### src/rtl/lfeb_ram.sv
module lfeb_ram #(
    parameter int WIDTH = 8,
    parameter int DEPTH = 256
) (
    input  logic                     clk,
    input  logic                     wr_en,
    input  logic [$clog2(DEPTH)-1:0] wr_addr,
    input  logic [WIDTH-1:0]         wr_data,
    input  logic                     rd_en,
    input  logic [$clog2(DEPTH)-1:0] rd_addr,
    output logic [WIDTH-1:0]         rd_data
);

    logic [WIDTH-1:0] mem [DEPTH];
    logic [WIDTH-1:0] rd_data_reg;

    // Write port
    always_ff @(posedge clk)
    begin
        if (wr_en)
        begin
            mem[wr_addr] <= wr_data;
        end
    end

    // Registered read, held while no read is issued
    always_ff @(posedge clk)
    begin
        if (rd_en)
        begin
            rd_data_reg <= mem[rd_addr];
        end
    end

    assign rd_data = rd_data_reg;

endmodule

### config.mk
export PLATFORM = sky130hd
export DESIGN_NAME = lfeb_ram
export DESIGN_NICKNAME = d
export VERILOG_FILES = /design/src/rtl/lfeb_ram.sv
export SDC_FILE = /design/constraint.sdc
export NUM_CORES = 2
export LEC_CHECK = 0
export BUFFER_PORTS_ARGS = -buffer_cell sky130_fd_sc_hd__buf_2
export CAP_MARGIN = 20
export CORE_AREA = 2 2 403 405
export CTS_CLUSTER_DIAMETER = 200
export DETAILED_ROUTE_END_ITERATION = 10
export DIE_AREA = 0 0 405 407
export MAX_ROUTING_LAYER = met4
export SLEW_MARGIN = 15
export SYNTH_ARGS = -nofsm -noshare
export SYNTH_HDL_FRONTEND = slang
export SYNTH_SLANG_ARGS = --single-unit
### constraint.sdc
create_clock -name clk -period 3.59 [get_ports clk]
set_clock_uncertainty 0.1 [all_clocks]
set_input_delay 0.718 -clock clk [delete_from_list [all_inputs] [get_ports clk]]
set_output_delay 0.718 -clock clk [all_outputs]
set_load 0.02 [all_outputs]
==> metrics <==
status finished, final reports clean; Setup Buffers After CTS 0; drt total wl 200500 µm; Hold Crit Class input port to flop; most frequent CP cell buf_4; design area 0.09223 mm²; Slew headroom 34.38%; WHS Endpoint rd_data[4]$_DFFE_PP_; Iteration-0 DRC Markers 4436; hold-fix buffers at CTS 0; Syn Inst Count 3733; Setup violations, final 0; CP required 4010 ps; CTS Root Cell clkbuf_16; Clk Latency, worst-skew pair 840 ps; clk slew on worst S/H paths 60 ps; dpl cell area 0.08583 mm²; placement row count 147; Max Fanout on Critical Path 21; Post-synth EDFFs 2056; H-tree levels 4; IO buf count 34; final hold vios 0; global route overflow 0; fmax 304.4 MHz; ordered list of cells on the worst path buf_8 > buf_12 > buf_4 > mux4_2 > a22o_1 > a221oi_2 > buf_4 > o32ai_2 > nor3_1 > nor4_2; drt wl/cell 30.48 µm; Syn-to-layout area delta 15.82%; Worst setup SP type input port; RSZ-0062 raised after global routing false; pin count of the biggest net entering global routing 109; slowest stage delay, CP 750 ps; die width 405 µm; max FFs per register 2048; leakage power 0.02945 µW; routability cong. 0.8405; Max-cap violations 0; Setup WS pre-CTS -521.5 ps; Tmin final 3285 ps; post-cts resize count 0; number of global-route vias before repair 39849; Yosys warning total 0; flop-to-flop setup slack 390 ps; vias per cell 6.100; worst vdd ir 0.4860 mV; fraction of layout cells with a size suffix above 1 29.35%; full die area 0.1648 mm²; Max Buffers Root-to-Sink 3; initial antenna violation count 8; Chip Height 407 µm; Slew @ Worst Pin 959.4 ps; PwrDens 538.3 mW/mm²; top_reg_cell synth edfxtp_1; Worst Path Arrival 3710 ps; CP Capture Type flop; Final Cycle Share 91.49%; Reg2Reg Depth 8; io pins 35; Worst R2R Start mem[83][5]$_DFFE_PP_; TritonCTS buffer count 203; Cell Area, Synth 0.07964 mm²; setup ws final 305.4 ps; DRC viols 0; CORE AREA 0.1602 mm²; R2R Path End rd_data[5]$_DFFE_PP_; Starting Density 49.71%; Layout Nets 4285; slowest CP cell nor3_1; unique cell type count in the Yosys netlist 54; Final HPWL DP 129700 µm; Worst setup startpoint rd_addr[0]; synthesized netlist net count 3760; first-pass GRT wire length 287800 µm; hold path depth 1; CTS tree done; worst hold start rd_en; total number of vias 40126; Pre-antenna DRT Iters 6; Post-synth ARST share 0%; Fillers 11787; Mean Syn Cell Area 21.33 µm²; max-slew violation count 0; flops & latches, synth 2056; Layout Utilization 57.57%; TritonCTS Sinks 2056; Crit Path Category input port to flop; sequential-to-total area share from yosys stat 77.53%; GRT Overall Usage 25.33%; ANT nets after route 0
## cell families after synthesis
group	after synthesis	synth area share (%)
AND/OR/NAND/NOR	466	2.625
buffers and inverters	235	1.829
flip-flops	2056	77.53
multiplexers	591	14.60
AO/OA/AOI/OAI	385	3.416
## worst max path at each step
| stage | end | slack [ps] | cells after the start |
|---|---|---|---|
| floorplan | rd_data[2]$_DFFE_PP_ | 700 | 9 |
| CTS | rd_data[6]$_DFFE_PP_ | 380 | 10 |
| global placement | rd_data[6]$_DFFE_PP_ | -520 | 10 |
| detailed placement | rd_data[6]$_DFFE_PP_ | -520 | 10 |
| global route | rd_data[6]$_DFFE_PP_ | 320 | 10 |
| finish | rd_data[6]$_DFFE_PP_ | 310 | 10 |
## area by class of cell
cell class	instances	area [µm²]	area share, %
flip-flops and latches	2056	61740	66.94
inverters	2	7.507	0.008139
diodes	5	12.51	0.01357
clock buffers	251	5303	5.749
repair buffers	553	4872	5.282
clock inverters	109	1090	1.182
multi-input cells	1442	16510	17.90
well taps	2160	2703	2.930
## stage by stage
step	hold slack, ps	instances	total power, µW	setup TNS (ps)
final	260.0	6578	49650	0
after global routing	217.7	6577	51010	0
after CTS	182.3	6573	50050	0
after detailed placement	1029	6213	29660	-2449
after global placement	1047	6213	29640	-2452
after floorplan	716.9	3733	28300	0
## per-layer routing
layer / vias up / routed length [µm] / GRT usage [%]
met5: - / 0 / -
met3: 278 / 15390 / 3.992
met4: 0 / 4727 / 6.494
met2: 1724 / 96560 / 38.95
li1: 16759 / - / -
met1: 21365 / 83820 / 35.91
## placed cells by master, fill, tap and decap left out, types with 23 or more instances in the layout
master / synthesis / final
nand3_1: 34 / 32
nor4_1: 24 / 23
nand2_1: 33 / 33
clkbuf_1: 111 / 46
mux2i_1: 134 / 134
nor2b_1: 31 / 28
o221ai_1: 46 / 46
buf_4: 27 / 465
clkinv_1: 1 / 51
mux4_2: 454 / 454
buf_12: 8 / 56
clkinv_2: 0 / 27
a21oi_1: 96 / 96
nor2_1: 282 / 279
clkbuf_16: 0 / 205
a22oi_1: 133 / 133
edfxtp_1: 2056 / 2056
o22ai_1: 28 / 28
## report_power, final
group          internal, µW  switching, µW
clock network         11700           8790
logic                   998           1620
registers             26500           34.7
total                 39200          10400
## critical path: cells and delay by family
kind,cells,cell delay [ps]
AOI/OAI and AO/OA,3,640
buffers and inverters,4,900
and+or+nand+nor,2,870
muxes,1,540
## cell usage after synthesis, types with 3 or more instances
cell type	n	area, µm²
nand2b_1	8	50.05
o22ai_1	28	175.2
and2_1	6	37.54
nor2b_1	31	193.9
buf_8	13	195.2
buf_12	8	160.2
buf_6	21	236.5
nor4_1	24	150.1
nand4_1	10	62.56
o211ai_1	10	75.07
nand3_1	34	170.2
nor3_1	22	110.1
buf_4	27	202.7
mux2i_1	134	1341
a221oi_1	13	113.9
or2_2	4	25.02
buf_2	31	155.2
a211oi_1	16	120.1
nor4_2	3	37.54
o22a_1	5	43.79
a22oi_1	133	998.5
nand2_1	33	123.9
o221ai_1	46	402.9
o32ai_1	4	35.03
nor2_1	282	1059
buf_1	22	82.58
edfxtp_1	2056	61740
mux4_2	454	10220
a21oi_1	96	480.5
a22o_1	8	70.07
clkbuf_1	111	416.7
o21ai_0	10	50.05
Power figures use the tool's default switching activity.
