<file path="config.mk">
export PLATFORM = sky130hd
export DESIGN_NAME = lfeb_out_stage
export DESIGN_NICKNAME = d
export VERILOG_FILES = /design/src/rtl/lfeb_pkg.sv /design/src/rtl/lfeb_out_stage.sv
export SDC_FILE = /design/constraint.sdc
export NUM_CORES = 1
export LEC_CHECK = 0
export BUFFER_PORTS_ARGS = -buffer_cell sky130_fd_sc_hd__buf_4
export CORE_ASPECT_RATIO = 1.25
export CORE_MARGIN = 3
export CORE_UTILIZATION = 43
export DETAILED_ROUTE_END_ITERATION = 8
export PLACE_DENSITY = 0.81
export SYNTH_ARGS = -nofsm -noshare
export SYNTH_HDL_FRONTEND = slang
export SYNTH_SLANG_ARGS = --single-unit
</file>
<file path="constraint.sdc">
create_clock -name clk -period 1.8 [get_ports clk]
set_clock_uncertainty 0.1 [all_clocks]
set_input_delay 0.36 -clock clk [delete_from_list [all_inputs] [get_ports clk]]
set_output_delay 0.36 -clock clk [all_outputs]
set_load 0.02 [all_outputs]
</file>
<file path="src/rtl/lfeb_pkg.sv">
package lfeb_pkg;

    // Slot store geometry: the slot is the low bits of the event counter
    localparam int SLOTS       = 8192;
    localparam int SLOT_W      = 13;
    localparam int LANES_DEF   = 8;

    // Field widths
    localparam int EVN_W       = 32;
    localparam int LANE_W      = 3;
    localparam int BUF_W       = 13;
    localparam int LEN_W       = 17;
    localparam int MASK_W      = 8;
    localparam int COUNT_W     = 4;
    localparam int KIND_W      = 2;
    localparam int CFG_W       = 4;

    // Slot entry: mask in the upper bits, fragment count in the lower bits
    localparam int SLOT_ENTRY_W = MASK_W + COUNT_W;
    // Fragment entry: buffer index in the upper bits, length in the lower bits
    localparam int FRAG_ENTRY_W = BUF_W + LEN_W;

    // Stream widths, packed from the lowest bit up and padded to whole bytes
    localparam int S_TDATA_W   = 80;
    localparam int S_TUSER_W   = 1;
    localparam int M_TDATA_W   = 56;
    localparam int M_TUSER_W   = KIND_W;

    localparam logic [COUNT_W-1:0] COUNT_MAX          = 4'd15;
    localparam logic [CFG_W-1:0]   LANES_IN_USE_RESET = 4'd4;
    localparam logic [EVN_W-1:0]   LAST_COMPLETE_INIT = '1;

    // Input item function
    localparam logic FUNC_ARRIVAL = 1'b0;
    localparam logic FUNC_RELEASE = 1'b1;

    // Result kinds
    localparam logic [KIND_W-1:0] KIND_COMPLETE = 2'd0;
    localparam logic [KIND_W-1:0] KIND_RETURN   = 2'd1;
    localparam logic [KIND_W-1:0] KIND_EMPTY    = 2'd2;

    typedef struct packed {
        logic [KIND_W-1:0] kind;
        logic [SLOT_W-1:0] slot;
        logic [MASK_W-1:0] mask;
        logic              counter_gap;
        logic [LANE_W-1:0] returned_lane;
        logic [BUF_W-1:0]  returned_buffer;
        logic [LEN_W-1:0]  returned_length;
        logic              last;
    } result_t;

endpackage

</file>
<file path="src/rtl/lfeb_out_stage.sv">
module lfeb_out_stage (
    input  logic                                clk,
    input  logic                                rst_n,
    input  logic                                load,
    input  lfeb_pkg::result_t                   result,
    output logic                                free,
    output logic                                m_tvalid,
    input  logic                                m_tready,
    output logic [lfeb_pkg::M_TDATA_W-1:0]      m_tdata,
    output logic [lfeb_pkg::M_TUSER_W-1:0]      m_tuser,
    output logic                                m_tlast
);

    import lfeb_pkg::*;

    logic    valid_reg;
    logic    valid_next;
    result_t res_reg;

    // Slot is free when empty or being taken this cycle
    assign free = !valid_reg || m_tready;

    always_comb
    begin
        valid_next = valid_reg;
        if (load)
        begin
            valid_next = 1'b1;
        end
        else if (m_tready)
        begin
            valid_next = 1'b0;
        end
    end

    always_ff @(posedge clk or negedge rst_n)
    begin
        if (!rst_n)
        begin
            valid_reg <= 1'b0;
        end
        else
        begin
            valid_reg <= valid_next;
        end
    end

    // Hold the result payload until taken
    always_ff @(posedge clk)
    begin
        if (load)
        begin
            res_reg <= result;
        end
    end

    assign m_tvalid = valid_reg;
    assign m_tuser  = res_reg.kind;
    assign m_tlast  = res_reg.last;
    assign m_tdata  = {1'b0,
                       res_reg.returned_length,
                       res_reg.returned_buffer,
                       res_reg.returned_lane,
                       res_reg.counter_gap,
                       res_reg.mask,
                       res_reg.slot};

endmodule

</file>
==> impl_metrics.toml, run 1 <==
[global_route]
grt_max_degree = 34
grt_pass1_wl_um = 6130
grt_overflow_total = 0
grt.total_usage_pct = 17.5
grt_pass1_vias = 1210
antenna_found_initial = 0

[hold_path]
min_path_type = "input pin to register"
hold_path_startpoint = "result[24]"

[worst_setup_path]
required_ns = 1.34
cp.arrival_ns = 0.94
cp-end-kind = "output port"
worstSetupStartpoint = "m_tvalid"
crit_chain = "nand2b_4 > buf_4"
critical-path-slowest-cell = "dfrtp_1"
cp_max_fo = 2
worst_setup_path_start_kind = "register"
crit-reg2reg-launch = "m_tvalid"
critPathKind = "register to output port"
max_stage_delay_ns = 0.41
r2r_slack_ns = 1.05

[floorplan]
design.die.area_um2 = 5000
die_h_um = 78.3
num_rows = 25
dieWidth_um = 63.9
core_um2 = 3910
ioPinCount = 123
start_util_pct = 46.0

[sta]
hold_violations = 0
rsz0062_at_grt = "false"
setup_viol = 0
fmax_mhz = 714
final.min_clock_period_ns = 1.40
slew_violations = 0
finalCritPeriodShare_pct = 77.8
finalSetupTns_ns = 0

[yosys]
synth_area_per_cell_um2 = 28.6
netlist.area_leader.share_pct = 96.7
synth_top_family_by_area = "simple AND/OR/NAND/NOR gates"
netlist_top_cells_area = "edfxtp_1, dfrtp_1, nand2b_4"
synthMuxAreaShare_pct = 0
synth_xor_area_share_pct = 0
ys_seq_area_share_pct = 98.1
yosysTopAreaCell = "edfxtp_1"
synth_nets = 125
synth-seq-cells = 59
ys_warn_count = 0
synth_cells = 63
ys_types = 6
syn-cell-area_um2 = 1800
synthAdderAreaFrac_pct = 0
synth_compound_area_share_pct = 0
synthSimpleGateAreaFrac_pct = 1.25

[layout]
syn_to_final_growth_pct = 63.5
final_cells = 255
n_fill_cell = 249
mostFrequentLayoutCell = "buf_4"
n_antenna_cell = 0
seq_area_um2 = 1770
final_cell_area_um2 = 2940
final_cell_mix = "buf_4, edfxtp_1, clkbuf_8"
num-nets-final = 259
drive_gt1_share_pct = 68.2
multiInputGateArea_um2 = 26.3

[route]
via_per_inst = 4.35
drtAntennaViolNets = 0
wl_um = 4140
drt_iter0_drc = 22
wl_per_cell_um = 16.2
drt-pass1-iter-count = 4
num_vias = 1110
drt_drc_violations_left = 0

[power]
finalPower_w = 0.00302
p_leak_nw = 1.27
powerDensity_nw_per_um2 = 1030
vdd_drop_max_mv = 0.638

[clock_network]
cts_tree = "built"
clk_pin_slew_ns = 0.06
cts.sinks = 59
clock_path_buffers = 2
cts_buffers = 9
insertion_delay_ns = 0.31
cts_setup_buffers = 0
h-tree-depth = 3
clockRootBuffer = "clkbuf_8"

[status]
outcome = "completed"

[placement]
portBuffers = 121
dp_cells = 239
place_congestion = 0.686
place_area_um2 = 2780

[flow_run]
drv_cap = 0
routing by layer:
layer | wire length [µm] | GRT usage (%)
met5 | 0 | 0
met1 | 1220 | 15.2
met4 | 101 | 12.1
met3 | 360 | 7.73
met2 | 2460 | 31.1
cell usage after synthesis:
library cell / instances
conb_1: 1
edfxtp_1: 58
nand2b_2: 1
dfrtp_1: 1
nand2b_4: 1
buf_4: 1
worst paths after layout:
kind | cells after the start | to
hold reg to reg | 2 | m_tvalid
setup / recovery | 2 | free
min in group asynchronous | 2 | m_tvalid
max in group asynchronous | 2 | m_tvalid
hold / removal | 1 | m_tdata[31]
setup reg to reg | 2 | m_tvalid
area by class of cell:
| cell class | instances | area share [%] |
|---|---|---|
| Clock buffer | 11 | 4.46 |
| Sequential cell | 59 | 60.0 |
| Clock inverter | 4 | 0.637 |
| Tap cell | 54 | 2.29 |
| Multi-Input combinational cell | 3 | 0.892 |
| Timing Repair Buffer | 124 | 31.7 |
cell families after synthesis:
| logic type | after synthesis |
|---|---|
| other cells | 1 |
| flops | 59 |
| buf+inv | 1 |
| simple gates | 2 |
flip-flops by register name, indices dropped and copies added (netlist names):
name	flops
m_tdata	55
m_tuser	2
m_tlast	1
m_tvalid	1
through the flow:
stage,util (%),hold WS [ns],setup slack (ns)
finish,75.3,0.117,0.400
global placement,71.2,0.0361,0.566
floorplan,-,-0.0356,0.744
CTS,75.3,0.0879,0.368
detailed placement,71.2,0.0384,0.534
global route,75.3,0.0905,0.349
report_power, final:
part / switching (W) / total (W) / leakage, nW / internal (W)
logic: 0.000226 / 0.000442 / 0.609 / 0.000216
registers: 0.0000314 / 0.00166 / 0.578 / 0.00163
clock network: 0.000436 / 0.000915 / 0.0804 / 0.000479
critical path, delay by kind of cell (launching register included):
kind,cells,cell delay [ns]
simple gates,1,0.08
buf+inv,1,0.13
flops,1,0.41
repair_timing:
item,CTS,global route
hold buffers,1,0
gates resized for setup,0,0
endpoints found under the setup margin,0,0
endpoints found under the hold margin,1,0
(Power assumes the default switching activity.)
==> inputs of run 2 (changes only) <==
Settings changed: CORE_UTILIZATION 43 to 36, PLACE_DENSITY 0.81 to 0.72.
Clock period 1.8 ns to 1.2 ns, I/O delays scaled along.
==> impl_metrics.toml, run 2 (same netlist as run 1, synthesis figures left out) <==
[status]
outcome = "finished, violations left"
failed_checks = "negative setup slack"

[placement]
dp_slack_ns = 0.193
place_congestion = 0.777
dp_cells = 246
portBuffers = 121

[layout]
drive_gt1_share_pct = 54.2
final_cell_mix = "buf_4, dlygate4sd3_1, edfxtp_1, buf_6, clkbuf_8"
n_antenna_cell = 0
final_cells = 322
syn_to_final_growth_pct = 114
num-nets-final = 319
fin_util_pct = 80.1
mostFrequentLayoutCell = "buf_4"
largest_register_ff_count = 55

[route]
drt_drc_violations_left = 0
drt-pass1-iter-count = 4
wl_per_cell_um = 18.7
via_per_inst = 4.33
drtAntennaViolNets = 0
num_vias = 1393
wl_um = 6010
drt_iter0_drc = 68

[worst_setup_path]
critPathKind = "register to output port"
worst_setup_path_start_kind = "register"
crit_chain = "nand2b_4 > buf_6"
max_stage_delay_ns = 0.43
required_ns = 0.86
worst-path-buf-inv = 1
cp.depth = 2
worstSetupStartpoint = "m_tvalid"
cp.arrival_ns = 0.96
r2r-end = "m_tvalid"
cp_max_fo = 2
critPathTopFamily = "flip-flops"
cp-end-kind = "output port"
r2r.worst_path.cells = 4
critical-path-slowest-cell = "dfrtp_1"
r2r_slack_ns = 0.23
crit-reg2reg-launch = "m_tvalid"
endpoint = "free"

[power]
p_clk_share_pct = 35.6
p_sw_share_pct = 23.1
internal_power_w = 0.00417
p_seq_share_pct = 46.8
combPwrFrac_pct = 17.6
p_leak_nw = 1.62
vdd_drop_max_mv = 1.22
powerDensity_nw_per_um2 = 1410
finalPower_w = 0.00542
p_switching_w = 0.00125

[floorplan]
start_util_pct = 37.5
dieWidth_um = 69.3
num_rows = 28
die_h_um = 85.1
design.die.area_um2 = 5890
ioPinCount = 123
core_um2 = 4800

[sta]
final.min_clock_period_ns = 1.30
setup_viol = 28
rsz0062_at_grt = "true"
fin_ws_ns = -0.0980
finalCritPeriodShare_pct = 108
hold_ws_ns = 0.0259
fmax_mhz = 770
hold_violations = 0
slew_violations = 0

[clock_network]
cts.sinks = 59
cts_tree = "built"
h-tree-depth = 3
cts_buffers = 9
clk_pin_slew_ns = 0.07
clock_path_buffers = 2
clockRootBuffer = "clkbuf_8"
insertion_delay_ns = 0.32

[global_route]
grt_max_degree = 25
grt_pass1_vias = 1575
grt_overflow_total = 0
grt_pass1_wl_um = 8820
antenna_found_initial = 0
grt.total_usage_pct = 20.8

[flow_run]
drv_cap = 0

[hold_path]
min_path_type = "input pin to register"
==> run 2: cell count changes in the layout (fill, tap and decap cells not counted), sizes merged <==
cell / delta
clkinv: -2
buf: +3
dlygate4sd3: +57
bufinv: +2
clkinvlp: +1
==> run 2: metrics by stage <==
stage / area (µm²) / setup TNS, ns
2_1_floorplan: 1800 / 0
3_3_place_gp: 2820 / 0
3_5_place_dp: 2820 / 0
4_1_cts: 3800 / -0.852
5_1_grt: 3850 / -2.58
6_report: 3850 / -0.633
==> run 2: what timing repair did <==
| action | 4_1_cts | 5_1_grt |
|---|---|---|
| endpoints found under the hold margin | 58 | 0 |
| hold buffers | 58 | 0 |
| resized for setup | 48 | 10 |
| buffers inserted | 1 | 1 |
| endpoints found under the setup margin | 50 | 60 |
==> run 2: layer usage <==
layer	global-route usage, %	wire length [µm]	vias up
met5	0	0	-
met4	8.88	92	0
met3	5.81	325	8
met2	39.8	3660	79
met1	20.6	1930	668
li1	-	-	638
==> run 2: how the worst min path moves through the flow <==
| stage | slack, ns | startpoint | to | cells after the start |
|---|---|---|---|---|
| after CTS | 0.007 | result[5] | m_tdata[42] | 1 |
| after global placement | -0.08 | rst_n | m_tvalid | 1 |
| after global routing | 0.004 | result[5] | m_tdata[42] | 1 |
| final | 0.03 | result[5] | m_tdata[42] | 1 |
| after detailed placement | -0.08 | rst_n | m_tvalid | 1 |
| after floorplan | -0.16 | rst_n | m_tvalid | 0 |
==> run 2: final cells by class <==
class | instances | area, µm²
clock buffers | 11 | 131
clock inverters | 5 | 77.6
fillers | 248 | 953
multi-input cells | 3 | 26.3
flip-flops and latches | 59 | 1770
well taps | 60 | 75.1
repair buffers | 184 | 1770
==> run 2: power groups by stage <==
stage               clock network, W  registers (W)  logic (W)
finish                       0.00193        0.00253   0.000951
global route                 0.00207        0.00255   0.000988
CTS                          0.00193        0.00252   0.000916
detailed placement                 0        0.00254   0.000680
global placement                   0        0.00253   0.000669
floorplan                          0        0.00275  0.0000148
